$ cat config.mk
export PLATFORM = sky130hd
export DESIGN_NAME = length_prefixed_frame_deframer_flat
export DESIGN_NICKNAME = d
export VERILOG_FILES = /design/src/design/lpfd_pkg.sv /design/src/design/lpfd_if.sv /design/src/design/lpfd_in_reg.sv /design/src/design/lpfd_core.sv /design/src/design/lpfd_out_reg.sv /design/src/design/length_prefixed_frame_deframer.sv /design/src/flat_wrapper.sv
export SDC_FILE = /design/constraint.sdc
export NUM_CORES = 1
export LEC_CHECK = 0
export BUFFER_PORTS_ARGS = -buffer_cell sky130_fd_sc_hd__buf_4
export CORE_ASPECT_RATIO = 0.8
export CORE_MARGIN = 4
export CORE_UTILIZATION = 46
export DETAILED_ROUTE_END_ITERATION = 12
export HOLD_SLACK_MARGIN = 0.08
export PLACE_DENSITY = 0.72
export SLEW_MARGIN = 5
export SYNTH_ARGS = -nofsm -noshare
export SYNTH_HDL_FRONTEND = slang
export SYNTH_SLANG_ARGS = --single-unit
$ cat constraint.sdc
create_clock -name clk -period 6.87 [get_ports clk]
set_clock_uncertainty 0.05 [all_clocks]
set_input_delay 0.687 -clock clk [delete_from_list [all_inputs] [get_ports clk]]
set_output_delay 0.687 -clock clk [all_outputs]
set_load 0.01 [all_outputs]
$ cat src/design/lpfd_pkg.sv
// Package for the length-prefixed frame deframer.
// Holds header constants, phase and status codes and the word types.
// No dependencies; every design module imports it.
`default_nettype none

package lpfd_pkg;

	// Header layout
	localparam int unsigned HEADER_BYTES = 10;
	localparam int unsigned HDR_CNT_W    = $clog2(HEADER_BYTES);

	localparam logic [7:0] MAGIC_FIRST  = 8'h43;
	localparam logic [7:0] MAGIC_SECOND = 8'h46;

	// Header byte positions
	localparam logic [HDR_CNT_W-1:0] HC_MAGIC0   = HDR_CNT_W'(0);
	localparam logic [HDR_CNT_W-1:0] HC_MAGIC1   = HDR_CNT_W'(1);
	localparam logic [HDR_CNT_W-1:0] HC_OPC_LAST = HDR_CNT_W'(5);
	localparam logic [HDR_CNT_W-1:0] HC_LEN_LAST = HDR_CNT_W'(9);
	localparam logic [HDR_CNT_W-1:0] HC_HDR_LAST = HDR_CNT_W'(HEADER_BYTES - 1);

	localparam logic [15:0] MAX_LEN_RESET = 16'd4096;

	typedef enum logic [1:0] {
		PH_HEADER  = 2'd0,
		PH_PAYLOAD = 2'd1,
		PH_DROP    = 2'd2
	} phase_t;

	typedef enum logic [1:0] {
		ST_PAYLOAD    = 2'd0,
		ST_EMPTY      = 2'd1,
		ST_BAD_MAGIC  = 2'd2,
		ST_BAD_LENGTH = 2'd3
	} status_t;

	typedef struct packed {
		logic [7:0] data_byte;
		logic       chunk_end;
	} item_t;

	typedef struct packed {
		status_t     status;
		logic [31:0] frame_opcode;
		logic [7:0]  payload_byte;
		logic        frame_last;
		logic [15:0] frame_length;
	} result_t;

endpackage

`default_nettype wire

$ cat src/design/lpfd_if.sv
// Channel interfaces of the deframer: byte input, result output, config write.
// Each carries valid, ready and its payload; depends on nothing.
`default_nettype none

interface lpfd_in_if;
	logic       valid;
	logic       ready;
	logic [7:0] data_byte;
	logic       chunk_end;

	modport source (output valid, output data_byte, output chunk_end, input ready);
	modport sink   (input valid, input data_byte, input chunk_end, output ready);
endinterface

interface lpfd_out_if;
	logic        valid;
	logic        ready;
	logic [1:0]  status;
	logic [31:0] frame_opcode;
	logic [7:0]  payload_byte;
	logic        frame_last;
	logic [15:0] frame_length;

	modport source (output valid, output status, output frame_opcode, output payload_byte,
		output frame_last, output frame_length, input ready);
	modport sink   (input valid, input status, input frame_opcode, input payload_byte,
		input frame_last, input frame_length, output ready);
endinterface

interface lpfd_cfg_if;
	logic        valid;
	logic        ready;
	logic [15:0] max_frame_length;

	modport source (output valid, output max_frame_length, input ready);
	modport sink   (input valid, input max_frame_length, output ready);
endinterface

`default_nettype wire

$ cat src/design/lpfd_in_reg.sv
// Input register of the deframer: takes one word per cycle from the link while the stage can move on.
// Depends on lpfd_pkg and lpfd_in_if.
`default_nettype none

module lpfd_in_reg (
	input  wire logic          clk,
	input  wire logic          arst_n,
	lpfd_in_if.sink            link,
	input  wire logic          adv,
	output lpfd_pkg::item_t    item_s1,
	output logic               valid_s1,
	output logic               step
);
	import lpfd_pkg::*;

	logic accept;

	// Take a word whenever the stage is empty or moves on this cycle
	assign link.ready = !valid_s1 || adv;
	assign accept     = link.valid && link.ready;
	assign step       = valid_s1 && adv;

	// Valid flag
	always_ff @(posedge clk or negedge arst_n) begin
		if (!arst_n) begin
			valid_s1 <= 1'b0;
		end else if (accept) begin
			valid_s1 <= 1'b1;
		end else if (adv) begin
			valid_s1 <= 1'b0;
		end
	end

	// Hold the word
	always_ff @(posedge clk) begin
		if (accept) begin
			item_s1.data_byte <= link.data_byte;
			item_s1.chunk_end <= link.chunk_end;
		end
	end

endmodule

`default_nettype wire

$ cat src/design/lpfd_core.sv
// Frame parser of the deframer: phase machine, header capture, payload count
// and the max_frame_length register. Depends on lpfd_pkg and lpfd_cfg_if.
`default_nettype none

module lpfd_core (
	input  wire logic          clk,
	input  wire logic          arst_n,
	lpfd_cfg_if.sink           cfg,
	input  wire lpfd_pkg::item_t item_s1,
	input  wire logic          step,
	output logic               res_valid,
	output lpfd_pkg::result_t  res
);
	import lpfd_pkg::*;

	phase_t                 phase_q, phase_d;
	logic [HDR_CNT_W-1:0]   cnt_q, cnt_d;
	logic [31:0]            op_q, op_d;
	logic [31:0]            len_q, len_d;
	logic [15:0]            left_q, left_d;
	logic [15:0]            max_q;
	logic [15:0]            left_m1;
	logic [31:0]            op_shift;
	logic [31:0]            len_shift;
	logic                   bad_magic;
	logic                   bad_len;

	function automatic logic [15:0] sat16(input logic [31:0] v);
		return (|v[31:16]) ? 16'hFFFF : v[15:0];
	endfunction

	// Configuration register
	assign cfg.ready = 1'b1;

	always_ff @(posedge clk or negedge arst_n) begin
		if (!arst_n) begin
			max_q <= MAX_LEN_RESET;
		end else if (cfg.valid) begin
			max_q <= cfg.max_frame_length;
		end
	end

	// State registers
	always_ff @(posedge clk or negedge arst_n) begin
		if (!arst_n) begin
			phase_q <= PH_HEADER;
			cnt_q   <= '0;
			op_q    <= '0;
			len_q   <= '0;
			left_q  <= '0;
		end else if (step) begin
			phase_q <= phase_d;
			cnt_q   <= cnt_d;
			op_q    <= op_d;
			len_q   <= len_d;
			left_q  <= left_d;
		end
	end

	assign left_m1   = left_q - 16'd1;
	assign op_shift  = {op_q[23:0], item_s1.data_byte};
	assign len_shift = {len_q[23:0], item_s1.data_byte};

	// Next state and result for the word in the input register
	always_comb begin
		phase_d   = phase_q;
		cnt_d     = cnt_q;
		op_d      = op_q;
		len_d     = len_q;
		left_d    = left_q;
		bad_magic = 1'b0;
		bad_len   = 1'b0;
		res_valid = 1'b0;
		res.status       = ST_PAYLOAD;
		res.frame_opcode = op_q;
		res.payload_byte = 8'd0;
		res.frame_last   = 1'b0;
		res.frame_length = sat16(len_q);

		unique case (phase_q)
			PH_DROP: begin
				if (item_s1.chunk_end) begin
					phase_d = PH_HEADER;
					cnt_d   = '0;
				end
			end
			PH_PAYLOAD: begin
				left_d           = left_m1;
				res_valid        = 1'b1;
				res.payload_byte = item_s1.data_byte;
				if (left_m1 == 16'd0) begin
					res.frame_last = 1'b1;
					phase_d        = PH_HEADER;
					cnt_d          = '0;
				end
			end
			PH_HEADER: begin
				// Check magic, shift in opcode and length
				if (cnt_q == HC_MAGIC0) begin
					if (item_s1.data_byte != MAGIC_FIRST) begin
						bad_magic = 1'b1;
					end else begin
						op_d  = '0;
						len_d = '0;
					end
				end else if (cnt_q == HC_MAGIC1) begin
					bad_magic = (item_s1.data_byte != MAGIC_SECOND);
				end else if (cnt_q <= HC_OPC_LAST) begin
					op_d = op_shift;
				end else if (cnt_q <= HC_LEN_LAST) begin
					len_d = len_shift;
					if (cnt_q == HC_LEN_LAST) begin
						bad_len = (len_shift < 32'(HEADER_BYTES))
							|| (len_shift > {16'd0, max_q});
					end
				end

				if (bad_magic || bad_len) begin
					// Report and drop the rest of the chunk
					res_valid        = 1'b1;
					res.status       = bad_magic ? ST_BAD_MAGIC : ST_BAD_LENGTH;
					res.frame_opcode = bad_magic ? 32'd0 : op_d;
					res.frame_length = bad_magic ? 16'd0 : sat16(len_d);
					res.frame_last   = 1'b1;
					cnt_d            = '0;
					phase_d          = item_s1.chunk_end ? PH_HEADER : PH_DROP;
				end else if (cnt_q == HC_HDR_LAST) begin
					cnt_d = '0;
					if (len_d == 32'(HEADER_BYTES)) begin
						res_valid        = 1'b1;
						res.status       = ST_EMPTY;
						res.frame_opcode = op_d;
						res.frame_length = sat16(len_d);
						res.frame_last   = 1'b1;
						phase_d          = PH_HEADER;
					end else begin
						left_d  = len_d[15:0] - 16'(HEADER_BYTES);
						phase_d = PH_PAYLOAD;
					end
				end else begin
					cnt_d = cnt_q + HDR_CNT_W'(1);
				end
			end
			default: begin
				phase_d = PH_HEADER;
				cnt_d   = '0;
			end
		endcase
	end

`ifndef SYNTH
	a_payload_left_nonzero: assert property (@(posedge clk) disable iff (!arst_n)
		(phase_q == PH_PAYLOAD) |-> (left_q != 16'd0))
		else $error("payload phase with no bytes left");

	a_hdr_cnt_range: assert property (@(posedge clk) disable iff (!arst_n)
		cnt_q <= HC_HDR_LAST)
		else $error("header count beyond header size");

	a_drop_silent: assert property (@(posedge clk) disable iff (!arst_n)
		(phase_q == PH_DROP) |-> !res_valid)
		else $error("result while dropping");

	a_non_payload_last: assert property (@(posedge clk) disable iff (!arst_n)
		(res_valid && (res.status != ST_PAYLOAD)) |-> res.frame_last)
		else $error("completion or error result without last mark");

	a_drop_after_error: assert property (@(posedge clk) disable iff (!arst_n)
		(step && (phase_q == PH_HEADER) && (phase_d == PH_DROP)) |-> res_valid)
		else $error("entered drop without an error result");
`endif

endmodule

`default_nettype wire

$ cat src/design/lpfd_out_reg.sv
// Result register of the deframer: holds one result word until taken.
// Depends on lpfd_pkg and lpfd_out_if.
`default_nettype none

module lpfd_out_reg (
	input  wire logic          clk,
	input  wire logic          arst_n,
	input  wire logic          step,
	input  wire logic          res_valid,
	input  wire lpfd_pkg::result_t res,
	output logic               adv,
	lpfd_out_if.source         frame
);
	import lpfd_pkg::*;

	logic    valid_q;
	result_t res_q;

	// Move on when the register is empty or being drained
	assign adv = !valid_q || frame.ready;

	always_ff @(posedge clk or negedge arst_n) begin
		if (!arst_n) begin
			valid_q <= 1'b0;
		end else if (adv) begin
			valid_q <= step && res_valid;
		end
	end

	// Load the result
	always_ff @(posedge clk) begin
		if (adv && step && res_valid) begin
			res_q <= res;
		end
	end

	assign frame.valid        = valid_q;
	assign frame.status       = res_q.status;
	assign frame.frame_opcode = res_q.frame_opcode;
	assign frame.payload_byte = res_q.payload_byte;
	assign frame.frame_last   = res_q.frame_last;
	assign frame.frame_length = res_q.frame_length;

endmodule

`default_nettype wire

$ cat src/design/length_prefixed_frame_deframer.sv
// Length-prefixed frame deframer, top level.
// Received bytes enter on the link channel (data_byte, chunk_end), one word a
// cycle while the deframer is not stalled. Each frame starts with magic 0x43 0x46,
// a big-endian 32-bit opcode and a big-endian 32-bit total length (header
// included), ten header bytes in all. Payload bytes leave on the frame channel
// with the opcode, total length and a last mark; an empty frame gives one
// completion word. Bad magic or a length outside header size .. max_frame_length
// gives an error word, then bytes are dropped through the end of the chunk.
// Throughput: one byte per cycle while the receiver keeps up, set by the single
// parse step between the input register and the result register. A result passes
// from the input register through the parse step into the result register and is
// then offered on the frame channel.
// cfg writes max_frame_length (reset 4096); write it only while the block idles.
// Reset empties both registers, returns to header phase and restores the limit.
// When the receiver stalls, the result word holds; the input register takes a byte
// only while it is empty, then link.ready stays low until the result is taken.
// Depends on lpfd_pkg, lpfd_if, lpfd_in_reg, lpfd_core and lpfd_out_reg.
`default_nettype none

module length_prefixed_frame_deframer (
	input  wire logic  clk,
	input  wire logic  arst_n,
	lpfd_in_if.sink    link,
	lpfd_out_if.source frame,
	lpfd_cfg_if.sink   cfg
);
	import lpfd_pkg::*;

	item_t   item_s1;
	logic    valid_s1;
	logic    step;
	logic    adv;
	logic    res_valid;
	result_t res;

	lpfd_in_reg u_in_reg (
		.clk      (clk),
		.arst_n   (arst_n),
		.link     (link),
		.adv      (adv),
		.item_s1  (item_s1),
		.valid_s1 (valid_s1),
		.step     (step)
	);

	lpfd_core u_core (
		.clk       (clk),
		.arst_n    (arst_n),
		.cfg       (cfg),
		.item_s1   (item_s1),
		.step      (step),
		.res_valid (res_valid),
		.res       (res)
	);

	lpfd_out_reg u_out_reg (
		.clk       (clk),
		.arst_n    (arst_n),
		.step      (step),
		.res_valid (res_valid),
		.res       (res),
		.adv       (adv),
		.frame     (frame)
	);

endmodule

`default_nettype wire

$ cat src/flat_wrapper.sv
// flat-port wrapper written by rule: the top's interface ports become plain ports
module length_prefixed_frame_deframer_flat import lpfd_pkg::*;
  (clk, arst_n, link_valid, link_data_byte, link_chunk_end, link_ready, frame_valid, frame_status, frame_frame_opcode, frame_payload_byte, frame_frame_last, frame_frame_length, frame_ready, cfg_valid, cfg_max_frame_length, cfg_ready);
  lpfd_in_if link_i ();
  lpfd_out_if frame_i ();
  lpfd_cfg_if cfg_i ();
  input  wire logic clk;
  input  wire logic arst_n;
  input wire logic [$bits(link_i.valid)-1:0] link_valid;
  input wire logic [$bits(link_i.data_byte)-1:0] link_data_byte;
  input wire logic [$bits(link_i.chunk_end)-1:0] link_chunk_end;
  output wire logic [$bits(link_i.ready)-1:0] link_ready;
  output wire logic [$bits(frame_i.valid)-1:0] frame_valid;
  output wire logic [$bits(frame_i.status)-1:0] frame_status;
  output wire logic [$bits(frame_i.frame_opcode)-1:0] frame_frame_opcode;
  output wire logic [$bits(frame_i.payload_byte)-1:0] frame_payload_byte;
  output wire logic [$bits(frame_i.frame_last)-1:0] frame_frame_last;
  output wire logic [$bits(frame_i.frame_length)-1:0] frame_frame_length;
  input wire logic [$bits(frame_i.ready)-1:0] frame_ready;
  input wire logic [$bits(cfg_i.valid)-1:0] cfg_valid;
  input wire logic [$bits(cfg_i.max_frame_length)-1:0] cfg_max_frame_length;
  output wire logic [$bits(cfg_i.ready)-1:0] cfg_ready;
  assign link_i.valid = link_valid;
  assign link_i.data_byte = link_data_byte;
  assign link_i.chunk_end = link_chunk_end;
  assign link_ready = link_i.ready;
  assign frame_valid = frame_i.valid;
  assign frame_status = frame_i.status;
  assign frame_frame_opcode = frame_i.frame_opcode;
  assign frame_payload_byte = frame_i.payload_byte;
  assign frame_frame_last = frame_i.frame_last;
  assign frame_frame_length = frame_i.frame_length;
  assign frame_i.ready = frame_ready;
  assign cfg_i.valid = cfg_valid;
  assign cfg_i.max_frame_length = cfg_max_frame_length;
  assign cfg_ready = cfg_i.ready;
  length_prefixed_frame_deframer u_core (.clk(clk), .arst_n(arst_n), .link(link_i), .frame(frame_i), .cfg(cfg_i));
endmodule
==> results.toml <==
[run_status]
status = "complete, no violations"

[synthesis]
ys.warnings.count = 0
synthFlopType = "dfrtp_1"
syn_nets = 957
synth_compound_area_share_pct = 18.93
async_flop_share_pct = 60.47
synthAdderAreaFrac_pct = 2.631
synth_top_area_share_pct = 28.52
synth_xor_xnor_area_share_pct = 0.6785
synth-seq-cells = 172
yosysMostFrequentCell = "nand2_1"
synthSimpleGateAreaFrac_pct = 20.62
synth_area_per_cell_um2 = 9.952
synthMuxAreaShare_pct = 1.620
synth_top_family_by_area = "simple AND/OR/NAND/NOR gates"
synth_top_area_cell = "dfrtp_1"
synth_cell_types = 69
ys_top_cells_by_count = "nand2_1, dfrtp_1, o21ai_0"
synth-edff-count = 68
synth_area_um2 = 9036
synth_cells = 908
yosys-top-cells-area = "dfrtp_1, edfxtp_1, o21ai_0, nand2_1, and2_1"
yosysSeqAreaShare_pct = 51.41

[worst_setup_path]
reg2reg_to = "u_core.u_out_reg.frame.frame_length[2]$_DFFE_PP_"
max_stage_delay_ns = 0.93
critPathSlowestCell = "dfrtp_1"
path_cells = "or3b_1 > nand2_1 > mux2i_1 > nand4_1 > nor4_2 > o21ai_2 > and2_1 > a21oi_4 > buf_4"
crit_buf_inv = 1
crit_arrival_ns = 5.32
reg2regPathDepth = 9
ff2ff_setup_slack_ns = 1.57
cp-end-kind = "register"
crit_required_ns = 6.88
critPathTopFamily = "simple AND/OR/NAND/NOR gates"
path_class = "reg -> reg"
r2r_start = "u_core.u_core.cnt_q[3]$_DFFE_PN0P_"
cp-start-kind = "register"
path_max_fanout = 59

[sta]
drv_slew = 0
slew_headroom_pct = 17.98
worst_pin_slew_ns = 1.230
setup_violations = 0
hold_viol = 0
fin_crit_sh_pct = 77.21
min_period_ns = 5.305
fmaxAchievable_mhz = 188.5
hold_slack_ns = 0.1725
finalSetupTns_ns = 0
rsz0062_at_grt = "false"

[pwr]
power.density_nw_per_um2 = 428.4
p_sw_mw = 1.875
worst_ir_drop_vdd_uv = 219.5
finalPower_mw = 4.490
p_comb_share_pct = 40.1
clockPowerShare_pct = 22.4
p_int_mw = 2.614
p_leak_nw = 4.368
pwr-share-seq_pct = 37.4
switching_share_pct = 41.77

[route]
drt-total-wl_um = 24060
via_per_inst = 5.984
ant_nets = 0
routedWlPerCell_um = 19.42
vias = 7414
drt_first_pass_iters = 6
drc = 0
drtIter0Drc = 828

[grt]
first_global_vias = 6845
grt_first_pass_wirelength_um = 38460
grtUsageTotal_pct = 22.19
antenna_found_initial = 0
grt_max_degree = 68
grt-ovfl-total = 0

[cells_and_area]
num_antenna_cells = 0
postLayoutCellArea_um2 = 10480
stdcell_count = 1239
drive_above_1_share_pct = 16.21
fillCellCount = 1667
syn_to_final_growth_pct = 15.99
finalNetCount = 1017

[clock_tree]
cts_resized = 0
cts_buffers = 17
cts_hold_buf = 0
cts_root_buffer = "clkbuf_16"
clk_path_buf_depth = 2
h-tree-depth = 4
tritoncts_num_sinks = 172
postCtsSetupBuffers = 0
clkLatencyLatePin_ns = 0.44
clk_pin_slew_ns = 0.09
cts_tree = "built"

[job]
maxCapViolCount = 0

[floorplanning]
core_um2 = 19140
die_w_um = 164.7
start_util_pct = 47.20
rows = 45
io_pins = 92
fp.dieArea_um2 = 21960
dieHeight_um = 133.4

[place]
dp.cells = 1207
io_buffers = 90
dp_hpwl_um = 16510
gp_congestion = 0.9316
placed_area_um2 = 9852

[worst_hold_path]
min_path_type = "in -> async"
## cell families (layout without fill, tap and decap cells)
family                   count (synthesis)  after routing
multiplexers                            14             14
XOR/XNOR                                 7              7
adder cells (fa/ha/maj)                 19             19
other                                    1              1
flip-flops                             172            172
AO/OA/AOI/OAI                          254            254
buffers and inverters                   84            157
AND/OR/NAND/NOR                        357            357
## worst max-delay path by stage
stage                                                     from                                                end  slack, ns  cells past startpoint
after floorplan           u_core.u_in_reg.item_s1[6]$_DFFE_PP_        u_core.u_out_reg.frame.frame_last$_DFFE_PP_       1.09                      8
after global placement      u_core.u_core.cnt_q[3]$_DFFE_PN0P_  u_core.u_out_reg.frame.frame_opcode[19]$_DFFE_PP_       1.81                      9
after detailed placement    u_core.u_core.cnt_q[3]$_DFFE_PN0P_   u_core.u_out_reg.frame.frame_length[3]$_DFFE_PP_       1.68                      9
after CTS                   u_core.u_core.cnt_q[3]$_DFFE_PN0P_   u_core.u_out_reg.frame.frame_length[3]$_DFFE_PP_       1.67                      9
after global routing        u_core.u_core.cnt_q[3]$_DFFE_PN0P_   u_core.u_out_reg.frame.frame_opcode[8]$_DFFE_PP_       1.25                      9
final                       u_core.u_core.cnt_q[3]$_DFFE_PN0P_   u_core.u_out_reg.frame.frame_length[2]$_DFFE_PP_       1.57                      9
## per-layer routing
metal	up-vias	track usage, %	wire [um]
li1	3474	-	-
met1	3564	35.51	11300
met2	332	30.11	10200
met3	42	4.918	2192
met4	2	5.404	329
met5	-	1.591	44
## layout by cell type, fill, tap and decap left out, drive strengths merged, types with 32 or more instances in the layout
cell type	count
edfxtp	68
a21oi	42
buf	99
nand2	113
and2	45
inv	35
nor2	54
o21ai	96
dfrtp	103
a22o	32
## metrics by stage
stage | setup slack (ns) | utilization (%)
floorplan | 1.092 | -
global placement | 1.810 | 51.46
detailed placement | 1.683 | 51.46
CTS | 1.668 | 54.75
global route | 1.253 | 54.75
finish | 1.565 | 54.75
## flip-flops by register name (all words and copies together) (netlist names)
name	cells
u_core.u_out_reg.frame.payload_byte	8
u_core.u_core.op_q	32
u_core.u_out_reg.frame.valid	1
u_core.u_in_reg.item_s1	9
u_core.u_in_reg.valid_s1	1
u_core.u_out_reg.frame.frame_opcode	32
u_core.u_core.left_q	16
u_core.u_core.max_q	16
u_core.u_core.phase_q	2
u_core.u_out_reg.frame.frame_length	16
u_core.u_out_reg.frame.frame_last	1
u_core.u_out_reg.frame.status	2
u_core.u_core.cnt_q	4
u_core.u_core.len_q	32
## cell type report
class                           count  area [um2]  area share [%]
Clock buffer                       17       425.4           4.059
Clock inverter                     15       203.9           1.946
Inverter                           26       97.59          0.9311
Multi-Input combinational cell    652        4043           38.57
Sequential cell                   172        4646           44.32
Tap cell                          258       322.8           3.080
Timing Repair Buffer               99       743.2           7.091
## power by group through the flow
| stage | Clock, mW | Combinational, mW | Sequential (mW) |
|---|---|---|---|
| final | 1.01 | 1.80 | 1.68 |
| after global routing | 1.07 | 2.02 | 1.71 |
| after CTS | 1.02 | 1.78 | 1.67 |
| after detailed placement | 0 | 1.77 | 1.68 |
| after global placement | 0 | 1.75 | 1.68 |
| after floorplan | 0 | 1.37 | 1.56 |
No activity file was read; power rests on OpenSTA's default activity.
